[config.mk]
export PLATFORM = sky130hd
export DESIGN_NAME = rect_difference_span_emitter
export DESIGN_NICKNAME = d
export VERILOG_FILES = /design/src/rtl/rde_pkg.sv /design/src/rtl/rde_ctrl.sv /design/src/rtl/rde_dp.sv /design/src/rtl/rect_difference_span_emitter.sv
export VERILOG_INCLUDE_DIRS = /design/src /design/src/rtl
export SDC_FILE = /design/constraint.sdc
export NUM_CORES = 1
export LEC_CHECK = 0
export BUFFER_PORTS_ARGS = -buffer_cell sky130_fd_sc_hd__clkbuf_2
export CAP_MARGIN = 30
export CORE_MARGIN = 2
export CORE_UTILIZATION = 55
export CTS_BUF_LIST = sky130_fd_sc_hd__clkbuf_16
export CTS_CLUSTER_SIZE = 25
export DETAILED_ROUTE_END_ITERATION = 12
export PLACE_DENSITY = 0.74
export SYNTH_ARGS = -nofsm -noshare
export SYNTH_HDL_FRONTEND = slang
export SYNTH_SLANG_ARGS = --single-unit
[constraint.sdc]
create_clock -name clk -period 8.2 [get_ports clk]
set_input_delay 0.82 -clock clk [delete_from_list [all_inputs] [get_ports clk]]
set_output_delay 0.82 -clock clk [all_outputs]
set_load 0.01 [all_outputs]
[src/rtl/rect_difference_span_emitter_macros.svh]
// assertion macros for the rectangle difference span emitter
`ifndef RECT_DIFFERENCE_SPAN_EMITTER_MACROS_SVH
`define RECT_DIFFERENCE_SPAN_EMITTER_MACROS_SVH

// property holds in the same cycle
`define RDE_ASSERT(label, prop, msg) \
  label: assert property (@(posedge clk) disable iff (!rst_n) (prop)) else $error(msg);

// consequent holds in the cycle after the antecedent
`define RDE_ASSERT_NEXT(label, ante, cons, msg) \
  label: assert property (@(posedge clk) disable iff (!rst_n) (ante) |=> (cons)) else $error(msg);

`endif

[src/rtl/rde_pkg.sv]
// shared constants and controller/datapath types for the span emitter
`default_nettype none
package rde_pkg;

  localparam int CoordW = 12;
  localparam int MapW   = 13;
  localparam int IdxW   = 24;
  localparam int LenW   = 6;

  localparam logic [CoordW-1:0] MAX_SIDE      = 12'd32;
  localparam logic [MapW-1:0]   MAP_WIDTH_RST = 13'd1024;

  typedef struct packed {
    logic load;
    logic setup;
    logic step;
  } rde_cmd_t;

  typedef struct packed {
    logic out_free;
    logic a_empty;
    logic done_now;
  } rde_sts_t;

endpackage
`default_nettype wire

[src/rtl/rde_ctrl.sv]
// controller state machine for the span emitter
`default_nettype none
module rde_ctrl
  import rde_pkg::*;
(
  input  wire logic     clk,
  input  wire logic     rst_n,
  input  wire logic     in_tvalid,
  output logic          in_tready,
  input  rde_sts_t      sts,
  output rde_cmd_t      cmd
);

  localparam logic [1:0] ST_IDLE  = 2'd0;
  localparam logic [1:0] ST_SETUP = 2'd1;
  localparam logic [1:0] ST_EMIT  = 2'd2;

  logic [1:0] state_r;
  logic [1:0] state_nxt;

  assign in_tready = (state_r == ST_IDLE);

  always_comb begin
    cmd.load  = in_tvalid && (state_r == ST_IDLE);
    cmd.setup = (state_r == ST_SETUP);
    cmd.step  = (state_r == ST_EMIT) && sts.out_free;
  end

  always_comb begin
    state_nxt = state_r;
    unique case (state_r)
      ST_IDLE: begin
        if (in_tvalid) begin
          state_nxt = ST_SETUP;
        end
      end
      ST_SETUP: begin
        state_nxt = sts.a_empty ? ST_IDLE : ST_EMIT;
      end
      ST_EMIT: begin
        if (sts.out_free && sts.done_now) begin
          state_nxt = ST_IDLE;
        end
      end
      default: begin
        state_nxt = ST_IDLE;
      end
    endcase
  end

  always_ff @(posedge clk) begin
    if (!rst_n) begin
      state_r <= ST_IDLE;
    end else begin
      state_r <= state_nxt;
    end
  end

endmodule
`default_nettype wire

[src/rtl/rde_dp.sv]
// datapath: rectangle registers, overlap setup, row walk and output register
`default_nettype none
module rde_dp
  import rde_pkg::*;
(
  input  wire logic        clk,
  input  wire logic        rst_n,
  input  wire logic [95:0] in_tdata,
  input  wire logic        in_tuser,
  input  wire logic        cfg_valid,
  input  wire logic [12:0] cfg_data,
  input  wire logic        out_tready,
  output logic             out_tvalid,
  output logic [31:0]      out_tdata,
  output logic             out_tlast,
  output logic             out_tuser,
  input  rde_cmd_t         cmd,
  output rde_sts_t         sts
);

  logic [CoordW-1:0] ax0_r, ax1_r, ay0_r, ay1_r;
  logic [CoordW-1:0] bx0_r, bx1_r, by0_r, by1_r;
  logic              bemp_r;
  logic [MapW-1:0]   mw_r;

  logic [CoordW-1:0] ox0_r, ox1_r, oy0_r, oy1_r;
  logic              ovl_r, over_r, has_l_r, has_r_r;
  logic [IdxW-1:0]   base_r;
  logic [CoordW-1:0] y_r;
  logic              part_r;

  logic              out_valid_r;
  logic [IdxW-1:0]   out_idx_r;
  logic [LenW-1:0]   out_len_r;
  logic              out_over_r;
  logic              out_last_r;

  logic [CoordW-1:0] ox0, ox1, oy0, oy1;
  logic              ovl, over;
  logic [24:0]       prod;
  logic [CoordW-1:0] dx, dy, left_d, right_d, right_col;
  logic              in_ovl, more_rows;
  logic [CoordW:0]   y_p1;
  logic              emit, adv, last;
  logic [CoordW-1:0] col;
  logic [LenW-1:0]   len;
  logic [IdxW-1:0]   idx;

  // overlap setup
  always_comb begin
    ox0  = (ax0_r > bx0_r) ? ax0_r : bx0_r;
    ox1  = (ax1_r < bx1_r) ? ax1_r : bx1_r;
    oy0  = (ay0_r > by0_r) ? ay0_r : by0_r;
    oy1  = (ay1_r < by1_r) ? ay1_r : by1_r;
    ovl  = !bemp_r && (ox0 <= ox1) && (oy0 <= oy1);
    dx   = ax1_r - ax0_r;
    dy   = ay1_r - ay0_r;
    over = (dx >= MAX_SIDE) || (dy >= MAX_SIDE);
    prod = ay0_r * mw_r;
  end

  // span selection for the current row
  always_comb begin
    in_ovl    = ovl_r && (y_r >= oy0_r) && (y_r <= oy1_r);
    y_p1      = {1'b0, y_r} + 13'd1;
    more_rows = (y_r < ay1_r) && (!ovl_r || has_l_r || has_r_r || (ay1_r > oy1_r) ||
                (y_p1 < {1'b0, oy0_r}));
    left_d    = ox0_r - ax0_r;
    right_d   = ax1_r - ox1_r;
    right_col = ox1_r + 12'd1;

    emit = 1'b0;
    adv  = 1'b1;
    last = 1'b0;
    col  = ax0_r;
    len  = dx[LenW-1:0] + 6'd1;
    if (over_r) begin
      emit = 1'b1;
      last = 1'b1;
    end else if (!in_ovl) begin
      emit = 1'b1;
      last = !more_rows;
    end else if (part_r || (!has_l_r && has_r_r)) begin
      emit = 1'b1;
      col  = right_col;
      len  = right_d[LenW-1:0];
      last = !more_rows;
    end else if (has_l_r) begin
      emit = 1'b1;
      len  = left_d[LenW-1:0];
      if (has_r_r) begin
        adv = 1'b0;
      end else begin
        last = !more_rows;
      end
    end
    idx = base_r + {{(IdxW-CoordW){1'b0}}, col};
  end

  always_comb begin
    sts.out_free = !out_valid_r || out_tready;
    sts.a_empty  = (ax0_r > ax1_r) || (ay0_r > ay1_r);
    sts.done_now = over_r || (adv && (y_r == ay1_r));
  end

  always_ff @(posedge clk) begin
    if (!rst_n) begin
      mw_r <= MAP_WIDTH_RST;
    end else if (cfg_valid) begin
      mw_r <= cfg_data;
    end
  end

  always_ff @(posedge clk) begin
    if (cmd.load) begin
      ax0_r  <= in_tdata[11:0];
      ax1_r  <= in_tdata[23:12];
      ay0_r  <= in_tdata[35:24];
      ay1_r  <= in_tdata[47:36];
      bx0_r  <= in_tdata[59:48];
      bx1_r  <= in_tdata[71:60];
      by0_r  <= in_tdata[83:72];
      by1_r  <= in_tdata[95:84];
      bemp_r <= in_tuser;
    end
    if (cmd.setup) begin
      ox0_r   <= ox0;
      ox1_r   <= ox1;
      oy0_r   <= oy0;
      oy1_r   <= oy1;
      ovl_r   <= ovl;
      over_r  <= over;
      has_l_r <= ax0_r < ox0;
      has_r_r <= ox1 < ax1_r;
      base_r  <= prod[IdxW-1:0];
      y_r     <= ay0_r;
      part_r  <= 1'b0;
    end else if (cmd.step) begin
      if (adv) begin
        y_r    <= y_r + 12'd1;
        base_r <= base_r + {{(IdxW-MapW){1'b0}}, mw_r};
        part_r <= 1'b0;
      end else begin
        part_r <= 1'b1;
      end
    end
  end

  always_ff @(posedge clk) begin
    if (!rst_n) begin
      out_valid_r <= 1'b0;
    end else if (cmd.step && emit) begin
      out_valid_r <= 1'b1;
    end else if (out_tready) begin
      out_valid_r <= 1'b0;
    end
  end

  always_ff @(posedge clk) begin
    if (cmd.step && emit) begin
      out_idx_r  <= over_r ? '0 : idx;
      out_len_r  <= over_r ? '0 : len;
      out_over_r <= over_r;
      out_last_r <= last;
    end
  end

  assign out_tvalid = out_valid_r;
  assign out_tdata  = {2'b00, out_len_r, out_idx_r};
  assign out_tlast  = out_last_r;
  assign out_tuser  = out_over_r;

endmodule
`default_nettype wire

[src/rtl/rect_difference_span_emitter.sv]
// top level of the rectangle difference span emitter
// an accepted item is loaded into the rectangle registers, then the overlap setup is registered,
// then the row walk steps: one step per row of A, one more per row with spans on both sides of B,
// each step waiting while the output register holds an untaken span; an oversize A takes one step
// the row walk holds one item at a time; the next item is taken once the walk ends
// reset (synchronous, active low) clears control and the output valid, map_width to 1024
`default_nettype none
`include "rect_difference_span_emitter_macros.svh"
module rect_difference_span_emitter
  import rde_pkg::*;
(
  input  wire logic        clk,
  input  wire logic        rst_n,
  input  wire logic        in_tvalid,
  output logic             in_tready,
  // a_min_x, a_max_x, a_min_y, a_max_y, b_min_x, b_max_x, b_min_y, b_max_y
  input  wire logic [95:0] in_tdata,
  // b_empty
  input  wire logic        in_tuser,
  input  wire logic        cfg_valid,
  output logic             cfg_ready,
  input  wire logic [12:0] cfg_data,
  output logic             out_tvalid,
  input  wire logic        out_tready,
  // start_index, span_length, zero fill
  output logic [31:0]      out_tdata,
  output logic             out_tlast,
  // oversize
  output logic             out_tuser
);

  rde_cmd_t cmd;
  rde_sts_t sts;
  logic     len_ok;

  assign cfg_ready = 1'b1;

  rde_ctrl u_ctrl (
    .clk       (clk),
    .rst_n     (rst_n),
    .in_tvalid (in_tvalid),
    .in_tready (in_tready),
    .sts       (sts),
    .cmd       (cmd)
  );

  rde_dp u_dp (
    .clk        (clk),
    .rst_n      (rst_n),
    .in_tdata   (in_tdata),
    .in_tuser   (in_tuser),
    .cfg_valid  (cfg_valid),
    .cfg_data   (cfg_data),
    .out_tready (out_tready),
    .out_tvalid (out_tvalid),
    .out_tdata  (out_tdata),
    .out_tlast  (out_tlast),
    .out_tuser  (out_tuser),
    .cmd        (cmd),
    .sts        (sts)
  );

  assign len_ok = (out_tdata[29:24] != 6'd0) && ({6'd0, out_tdata[29:24]} <= MAX_SIDE);

  `RDE_ASSERT(a_over_last, (out_tvalid && out_tuser) |-> out_tlast, "oversize item not last")
  `RDE_ASSERT(a_over_zero, (out_tvalid && out_tuser) |-> (out_tdata == 32'd0), "oversize payload")
  `RDE_ASSERT(a_len_ok, (out_tvalid && !out_tuser) |-> len_ok, "bad span length")
  `RDE_ASSERT_NEXT(a_no_b2b, in_tvalid && in_tready, !in_tready, "item taken during setup")

endmodule
`default_nettype wire

# After elaboration in Yosys (flattened, before gate mapping)
# Index checks and enable logic that the tools add are counted.
[word_totals] reg_bits=228 latch_bits=0 ramBits=0 mem_bits_ro=0 inputBits=115 out_inout_bits=37 wordCells=127 memories=0
[op_classes] addsub=10 n_mul=1 div=0 n_lt_le_gt_ge=17 n_eq_ne=5 shift=0 mux=36 bitwise=0 n_reduce_logical=31
[ops] cell="$mux W12" count=10
[ops] cell="$mux W24" count=3
[ops] cell="$gt A12 B12 Y1" count=5
[ops] cell="$lt A12 B12 Y1" count=5
[ops] cell="$le A12 B12 Y1" count=3
[ops] cell="$add A12 B1 Y12 const B" count=2
[ops] cell="$add A24 B12 Y24" count=1
[ops] cell="$add A24 B13 Y24" count=1
[ops] cell="$ge A12 B6 Y1 const B" count=2
[ops] cell="$mul A12 B13 Y24" count=1
[ops] cell="$sub A12 B12 Y12" count=2
[ops] cell="$mux W6" count=3
[ops] cell="$mux W1" count=16
[ops] cell="$add A12 B1 Y13 const B" count=1
[ops] cell="$lt A13 B12 Y1" count=1
[ops] cell="$eq A12 B12 Y1" count=1
[ops] cell="$ge A12 B12 Y1" count=1
[ops] cell="$sub A6 B6 Y6" count=2
[ops] cell="$logic_and A1 B1 Y1" count=11
[ops] cell="$logic_or A1 B1 Y1" count=9
[ops] cell="$add A6 B1 Y6 const B" count=1
[ops] cell="$mux W2" count=3
[ops] cell="$pmux W2 S3" count=1
[ops] cell="$reduce_bool A2 Y1" count=3
[ops] cell="6 further kinds" count=12

# Depth between registers and ports, before layout
# Gate-level depths: netlist of run 1.
[depth] depth_word=11 mapped_depth=22 ltp_nobuf=21

# By module
# A second synthesis of run 1 with hierarchy kept.
[hier_totals] hier_cells=2080 hier_area_um2=20559.7
[modules_own_cells] module="rde_dp" instances=1 cells_per_inst=2066 area_per_inst_um2=20434.6
[modules_own_cells] module="rde_ctrl" instances=1 cells_per_inst=12 area_per_inst_um2=113.9
[modules_own_cells] module="rect_difference_span_emitter" instances=1 cells_per_inst=2 area_per_inst_um2=11.3

# Worst setup path after synthesis of run 1
# Ideal clock, no wire load.
[synth_timing] path_type="register -> register" startpoint="register u_dp.mw_r[1]" endpoint="register u_dp.base_r[23] (data pin)" arrival_ns=5.133 path_slack_ns=2.800 path_stages_with_launch=20 path_buffers=1 cell_sequence="dfxtp_1 > clkbuf_1 > inv_1 > nor2_1 > fa_1 > fa_1 > fa_1 > fa_1 > inv_1 > fa_1 > inv_1 > ha_1 > and2_1 > a221oi_1 > a2bb2oi_1 > a31oi_1 > o41ai_2 > xnor2_1 > nand2_1 > o21ai_0"
[synth_via] elab_chain_cells=4
[synth_lines] element="start: declaration" line="rde_dp.sv:24" text="logic [MapW-1:0] mw_r;"
[synth_lines] element="start signal: assignment" line="rde_dp.sv:110" text="mw_r <= cfg_data;"
[synth_lines] element="branches (longest 3 deep; another with $mul A12 B13 Y24)"
[synth_lines] element="$mux W24 (*)" line="rde_dp.sv:126" text="if (cmd.setup) begin"
[synth_lines] element="end signal: assignment" line="rde_dp.sv:135" text="base_r <= prod[IdxW-1:0];"
[synth_lines] element="end signal: assignment" line="rde_dp.sv:141" text="base_r <= base_r + {{(IdxW-MapW){1'b0}}, mw_r};"
[synth_lines] element="end: declaration" line="rde_dp.sv:28" text="logic [IdxW-1:0] base_r;"
# Every way passes the cells marked *. The select of a mux whose other input is x is not followed.
# A chain may end at the register's enable or synchronous reset.

# Final worst setup path of run 1
[layout_timing] startpoint="register u_dp.ay0_r[11]" endpoint="register u_dp.base_r[23] (data pin)"
[layout_via] elab_chain_cells=2
[layout_lines] element="start: declaration" line="rde_dp.sv:21" text="logic [CoordW-1:0] ax0_r, ax1_r, ay0_r, ay1_r;"
[layout_lines] element="start signal: assignment" line="rde_dp.sv:118" text="ay0_r <= in_tdata[35:24];"
[layout_lines] element="$mul A12 B13 Y24" line="rde_dp.sv:59" text="prod = ay0_r * mw_r;"
[layout_lines] element="$mux W24" line="rde_dp.sv:126"
# Every way passes these cells.

==> qor.yml, run 1 <==
p_clk_share_pct: 28.6
syn-cell-area_mm2: 0.02046
syn_area_per_cell_um2: 9.774
grt_max_degree: 67
cts.repair.resized: 0
cp.required_ns: 8.50
synth_enable_flop_cells: 211
cts.clk_slew.worst_paths_ns: 0.07
switching_share_pct: 35.88
fillCellCount: 3026
hold_slack_ns: 0.4274
drive_above_1_share_pct: 9.835
crit_family: "adder cells"
power_uw: 4165
dp_slack_ns: 2.253
dp_hpwl_um: 40160
clk_latency_ns: 0.57
dp.cells: 2663
fin_crit_ns: 5.997
synthTopCellsByArea: "edfxtp_1 (31%), ha_1 (17%), fa_1 (11%), inv_1 (5.7%), a21oi_1 (3.4%)"
yosys.area.top_type: "edfxtp_1"
final_hold_viol_count: 0
htree_levels: 1
die_h_um: 196.9
cts_root_buf: "clkbuf_16"
wl_um: 50840
reg2regPathDepth: 18
gp_congestion: 0.9452
ys.flop_type: "edfxtp_1"
yosysMostFrequentCell: "inv_1"
cts_setup_buffers: 0
first_pass_iters: 5
internal-power_uw: 2671
viasPerCell: 5.725
clockBufferDepth: 3
synth.distinct_cells: 67
die_area_mm2: 0.03875
ant_nets: 0
switchingPower_uw: 1494
rrSetupSlack_ns: 2.20
power_density_mw_per_mm2: 184.7
max_stage_delay_ns: 0.64
path_cells: "inv_1 -> nor2_1 -> fa_1 -> fa_1 -> fa_1 -> fa_1 -> inv_1 -> fa_1 -> inv_1 -> ha_1 -> and2_1 -> a221oi_1 -> a2bb2oi_1 -> a31oi_1 -> o41ai_2 -> xnor2_1 -> nand2_1 -> o21ai_0"
syn2layout_area_growth_pct: 10.25
fin_cells: 2717
fin_setup_tns_ns: 0
cts_hold_buf: 0
synthCells: 2093
grt_pass1_vias: 15640
status: "complete, no violations"
finClkSkew_ns: 0.01758
numClockSinks: 228
cellLeakagePower_uw: 0.01074
synth_commonest_cells: "inv_1 (313), ha_1 (275), edfxtp_1 (211)"
port_buffers: 148
nets: 2730
whs_path_depth: 1
start_util_pct: 55.88
path_depth: 18
hold_class: "in2reg"
grt_pass1_wl_um: 82370
fp.dieW_um: 196.9
cp_slowest_cell: "edfxtp_1"
path_buf_inv: 3
startpoint: "u_dp.ay0_r[11]$_DFFE_PP_"
grt_setup_unrepaired: "no"
fmax_mhz: 166.8
cp-end-kind: "flip-flop"
timing.rr.end: "u_dp.base_r[23]$_DFFE_PP_"
final-setup-viol-count: 0
core_area_mm2: 0.03661
regToRegStartpoint: "u_dp.ay0_r[11]$_DFFE_PP_"
ys_async_sr_fraction_pct: 0
combPwrFrac_pct: 36.0
p_seq_share_pct: 35.4
crit_arrival_ns: 6.29
worstMarginPinSlew_ns: 0.9776
drv_cap: 0
crit_fanout: 14
gr-usage-all-layers_pct: 26.91
overflow: 0
cts_tree: "done"
vias: 15560
drc: 0
cts_buffers: 28
slew_headroom_pct: 34.69
maxSlewViolCount: 0
crit_path_frequent_cell: "fa_1"
synth-seq-cells: 228
period_share_pct: 73.13
drt_iter0_markers: 1162
ios: 152
yosysWarnings: 0
wl_per_cell_um: 18.71
antenna_found_initial: 3
num_rows: 70
yosys.area.top_type_share_pct: 30.97
critPathCapture: "u_dp.base_r[23]$_DFFE_PP_"
yosysSeqAreaShare_pct: 32.64
setup_slack_ns: 2.203
crit_type: "reg2reg"
ir_drop_mv: 0.1788
start_kind: "flip-flop"
==> layer usage <==
| metal | global-route usage (%) | wire length (um) | up-vias |
|---|---|---|---|
| met5 | 0 | 0 | - |
| met4 | 8.438 | 1775 | 0 |
| met3 | 3.782 | 2953 | 92 |
| met2 | 44.55 | 23440 | 480 |
| met1 | 36.75 | 22670 | 7505 |
| li1 | - | - | 7478 |
==> state kept, by name, indices dropped and copies added (netlist names), 2 cells and up <==
register / count
u_dp.by0_r: 12
u_dp.bx0_r: 12
u_ctrl.state_r: 2
u_dp.out_idx_r: 24
u_dp.ax1_r: 12
u_dp.mw_r: 13
u_dp.ay0_r: 12
u_dp.ay1_r: 12
u_dp.bx1_r: 12
u_dp.y_r: 12
u_dp.base_r: 24
u_dp.ox0_r: 6
u_dp.ox1_r: 12
u_dp.oy0_r: 12
u_dp.out_len_r: 6
u_dp.oy1_r: 12
u_dp.ax0_r: 12
u_dp.by1_r: 12
==> cells by family after synthesis <==
logic type	share of synthesized area (%)
AO/OA/AOI/OAI	12.66
multiplexers	2.716
XOR/XNOR	4.196
buffers and inverters	7.003
AND/OR/NAND/NOR	12.68
adder cells (fa/ha/maj)	28.07
flip-flops	32.64
other	0.03671
==> cell type report <==
type                            count  area, um2  share of cell area [%]
Antenna cell                        2      5.005                 0.02219
Clock buffer                       29      725.7                   3.218
Clock inverter                     23      151.4                  0.6713
Inverter                          313       1175                   5.209
Multi-Input combinational cell   1495      12380                   54.89
Sequential cell                   228       6676                   29.60
Tap cell                          468      585.6                   2.596
Timing Repair Buffer              159      855.8                   3.795
==> per-stage QoR <==
step,area (um2),util [%]
CTS,22550,61.59
floorplan,20460,-
finish,22550,61.61
detailed placement,21670,59.20
global route,22550,61.61
global placement,21620,59.07
==> worst min path at each step <==
stage	start	endpoint	slack, ns
floorplan	u_ctrl.state_r[1]$_SDFFE_PN0P_	u_ctrl.state_r[1]$_SDFFE_PN0P_	0.50
global placement	u_ctrl.state_r[1]$_SDFFE_PN0P_	u_ctrl.state_r[1]$_SDFFE_PN0P_	0.54
detailed placement	u_ctrl.state_r[1]$_SDFFE_PN0P_	u_ctrl.state_r[1]$_SDFFE_PN0P_	0.55
CTS	in_tdata[4]	u_dp.ax0_r[4]$_DFFE_PP_	0.40
global route	in_tdata[3]	u_dp.ax0_r[3]$_DFFE_PP_	0.42
finish	in_tdata[92]	u_dp.by1_r[8]$_DFFE_PP_	0.43
==> power groups by stage <==
stage	clock network, uW	logic, uW	registers (uW)
6_report	1190	1500	1470
5_1_grt	1250	1710	1480
4_1_cts	1210	1490	1470
3_5_place_dp	0	1470	1490
3_3_place_gp	0	1440	1490
2_1_floorplan	0	1120	1440
==> placed cells by master, fill, tap and decap left out, drive strengths merged, types with 42 or more instances in the layout <==
cell,count
a21o,74
and2,49
inv,324
nand2,157
edfxtp,211
a21oi,141
ha,275
clkbuf,177
nor2,140
o21ai,81
xor2,42
mux2i,51
xnor2,56
fa,115
Note: power is estimated with default switching activity, not from simulation.
==> run 2, diff against run 1 <==
--- a/config.mk
+++ b/config.mk
@@ -6,6 +6,7 @@
 export SDC_FILE = /design/constraint.sdc
 export NUM_CORES = 1
 export LEC_CHECK = 0
+export ABC_AREA = 1
 export BUFFER_PORTS_ARGS = -buffer_cell sky130_fd_sc_hd__clkbuf_2
 export CAP_MARGIN = 30
 export CORE_MARGIN = 2
@@ -13,7 +14,7 @@
 export CTS_BUF_LIST = sky130_fd_sc_hd__clkbuf_16
 export CTS_CLUSTER_SIZE = 25
 export DETAILED_ROUTE_END_ITERATION = 12
-export PLACE_DENSITY = 0.74
+export PLACE_DENSITY = 0.77
 export SYNTH_ARGS = -nofsm -noshare
 export SYNTH_HDL_FRONTEND = slang
 export SYNTH_SLANG_ARGS = --single-unit
==> constraint.sdc (replaced) <==
create_clock -name clk -period 5 [get_ports clk]
set_input_delay 0.5 -clock clk [delete_from_list [all_inputs] [get_ports clk]]
set_output_delay 0.5 -clock clk [all_outputs]
set_load 0.01 [all_outputs]
==> qor.yml, run 2 <==
ys_async_sr_fraction_pct: 0
drv_cap: 0
wl_um: 55290
vias: 17850
fin_setup_tns_ns: 0
final_cell_mix: "nand2_1 (539), inv_1 (491), ha_1 (261)"
synthSimpleGateAreaFrac_pct: 16.81
yosys.area.top_type_share_pct: 30.30
synth-seq-cells: 228
ys.flop_type: "edfxtp_1"
cts_tree: "done"
max_stage_delay_ns: 0.54
synthMuxAreaShare_pct: 0
yosys.area.top_type: "edfxtp_1"
cts_hold_buf: 0
grt_max_degree: 51
crit_family: "adder cells"
nets: 3252
status: "complete, no violations"
cp-end-kind: "flip-flop"
crit_path_frequent_cell: "fa_1"
period_share_pct: 99.11
cts_buffers: 27
fmax_mhz: 201.8
antenna_found_initial: 0
num_rows: 71
path_buf_inv: 5
synth_fa_ha_area_share_pct: 27.46
overflow: 0
power_uw: 8935
synth_top_family_by_area: "adder cells"
grt_pass1_vias: 17930
crit_type: "reg2reg"
hold_slack_ns: 0.1110
fin_crit_ns: 4.956
fin_cells: 3277
final_hold_viol_count: 0
top_regs: "u_dp.base_r (24), u_dp.out_idx_r (24), u_dp.mw_r (13)"
synthCells: 2502
gr-usage-all-layers_pct: 28.30
grt_setup_unrepaired: "yes"
cts_root_buf: "clkbuf_16"
start_kind: "flip-flop"
synth_commonest_cells: "nand2_1 (551), inv_1 (501), ha_1 (275)"
die_area_mm2: 0.03960
dp_hpwl_um: 43720
htree_levels: 1
drive_above_1_share_pct: 15.37
gp_congestion: 0.9382
hold_class: "in2reg"
syn_area_per_cell_um2: 8.358
drc: 0
synth_enable_flop_cells: 211
cellLeakagePower_uw: 0.01226
fin_area_mm2: 0.02433
cp_slowest_cell: "fa_1"
crit_arrival_ns: 5.27
worstMarginPinSlew_ns: 0.9454
layout_commonest_cell: "nand2_1"
viasPerCell: 5.447
slew_headroom_pct: 36.88
yosysWarnings: 0
drt_iter0_markers: 1444
fp.dieW_um: 199.0
ir_drop_mv: 0.3216
yosysMostFrequentCell: "nand2_1"
grt_pass1_wl_um: 88440
dp.cells: 3217
path_cells: "buf_4 -> nand2_1 -> fa_1 -> fa_1 -> inv_1 -> fa_1 -> fa_1 -> inv_1 -> fa_1 -> inv_1 -> ha_4 -> nand2_2 -> nor3_4 -> a21oi_4 -> buf_4 -> o21ai_4 -> nand3_2 -> nand2_1 -> nand2_1 -> nand3_1 -> nand2_1"
die_h_um: 199.0
port_buffers: 148
finClkSkew_ns: 0.01383
numClockSinks: 228
syn-cell-area_mm2: 0.02091
syn2layout_area_growth_pct: 16.36
wl_per_cell_um: 16.87
synthTopCellsByArea: "edfxtp_1 (30%), ha_1 (16%), fa_1 (11%), nand2_1 (9.9%), inv_1 (9.0%)"
maxSlewViolCount: 0
yosysSeqAreaShare_pct: 31.93
power_density_mw_per_mm2: 367.2
num_antenna_cells: 0
synth.distinct_cells: 55
first_pass_iters: 8
ant_nets: 0
crit_fanout: 9
synth_xor_area_share_pct: 2.334
start_util_pct: 55.65
ios: 152
dpl_cell_area_mm2: 0.02294
cp.required_ns: 5.31
cts.clk_slew.worst_paths_ns: 0.06
synth-compound-area-share_pct: 11.19
clockBufferDepth: 3
final-setup-viol-count: 0
clk_latency_ns: 0.56
core_area_mm2: 0.03758
run 2: cell types whose count changed in the layout (fill, tap and decap cells not counted), moves of 29 or more:
cell,delta
nand2_1,+382
inv_1,+171
buf_4,+95
o21ai_0,+64
a21o_1,-61
mux2i_1,-51
nand3_1,+50
and2_1,-47
xnor2_1,-41
nor2b_1,-36
nand2b_1,-29
run 2: worst register-to-register path, stage by stage (launching register included):
cell and delay (ns):
edfxtp_1 0.43, buf_4 0.20, nand2_1 0.08, fa_1 0.44, fa_1 0.41, inv_1 0.10, fa_1 0.41, fa_1 0.52
inv_1 0.06, fa_1 0.54, inv_1 0.07, ha_4 0.29, nand2_2 0.09, nor3_4 0.28, a21oi_4 0.11, buf_4 0.15
o21ai_4 0.17, nand3_2 0.10, nand2_1 0.07, nand2_1 0.04, nand3_1 0.07, nand2_1 0.06
run 2: cell type report:
class / count / area, um2
well taps: 511 / 639.4
inverters: 505 / 1896
flip-flops and latches: 228 / 6685
fillers: 3070 / 13240
clock buffers: 27 / 675.6
repair buffers: 269 / 1759
multi-input cells: 1716 / 12520
clock inverters: 21 / 155.1
run 2: layer usage:
layer / track usage (%) / vias to the layer above / part of all wire (%)
li1: - / 8639 / -
met1: 36.09 / 8411 / 42
met2: 48.73 / 633 / 48
met3: 3.544 / 167 / 5.8
met4: 11.64 / 0 / 4.7
met5: 0 / - / 0
run 2: cell families (layout without fill, tap and decap cells):
| kind of cell | Yosys count | in the layout |
|---|---|---|
| adders and majority gates | 390 | 390 |
| AOI/OAI and AO/OA | 417 | 417 |
| xor gates and xnor gates | 54 | 54 |
| other | 2 | 3 |
| DFF | 228 | 228 |
| and+or+nand+nor | 852 | 852 |
| buffers and inverters | 559 | 822 |
run 2: power breakdown:
part | total [uW] | internal (uW) | switching (uW) | leakage, uW
combinational | 4640 | 2030 | 2610 | 0.00971
clock | 1890 | 1080 | 813 | 0.000420
sequential | 2400 | 2270 | 133 | 0.00213
total | 8930 | 5380 | 3560 | 0.0123
run 2: path summary, 6_finish.rpt:
path	start	endpoint	slack (ns)	cells after the start
min reg2reg	u_dp.part_r$_SDFFE_PP0P_	u_dp.part_r$_SDFFE_PP0P_	0.50	2
max	u_dp.ay0_r[3]$_DFFE_PP_	u_dp.base_r[20]$_DFFE_PP_	0.04	21
min	in_tdata[46]	u_dp.ay1_r[10]$_DFFE_PP_	0.11	1
max reg2reg	u_dp.ay0_r[3]$_DFFE_PP_	u_dp.base_r[20]$_DFFE_PP_	0.04	21
run 2: repair_timing:
item,4_1_cts,5_1_grt
buffers inserted,7,5
pin swaps,17,63
setup endpoints to repair,13,14
resized for setup,33,85
run 2: stage by stage:
| step | setup WS [ns] | utilization [%] |
|---|---|---|
| finish | 0.04435 | 64.76 |
| global route | -0.1770 | 64.76 |
| CTS | 0.004810 | 63.87 |
| detailed placement | -0.2149 | 61.05 |
| global placement | -0.09847 | 61.05 |
| floorplan | 0.008542 | - |
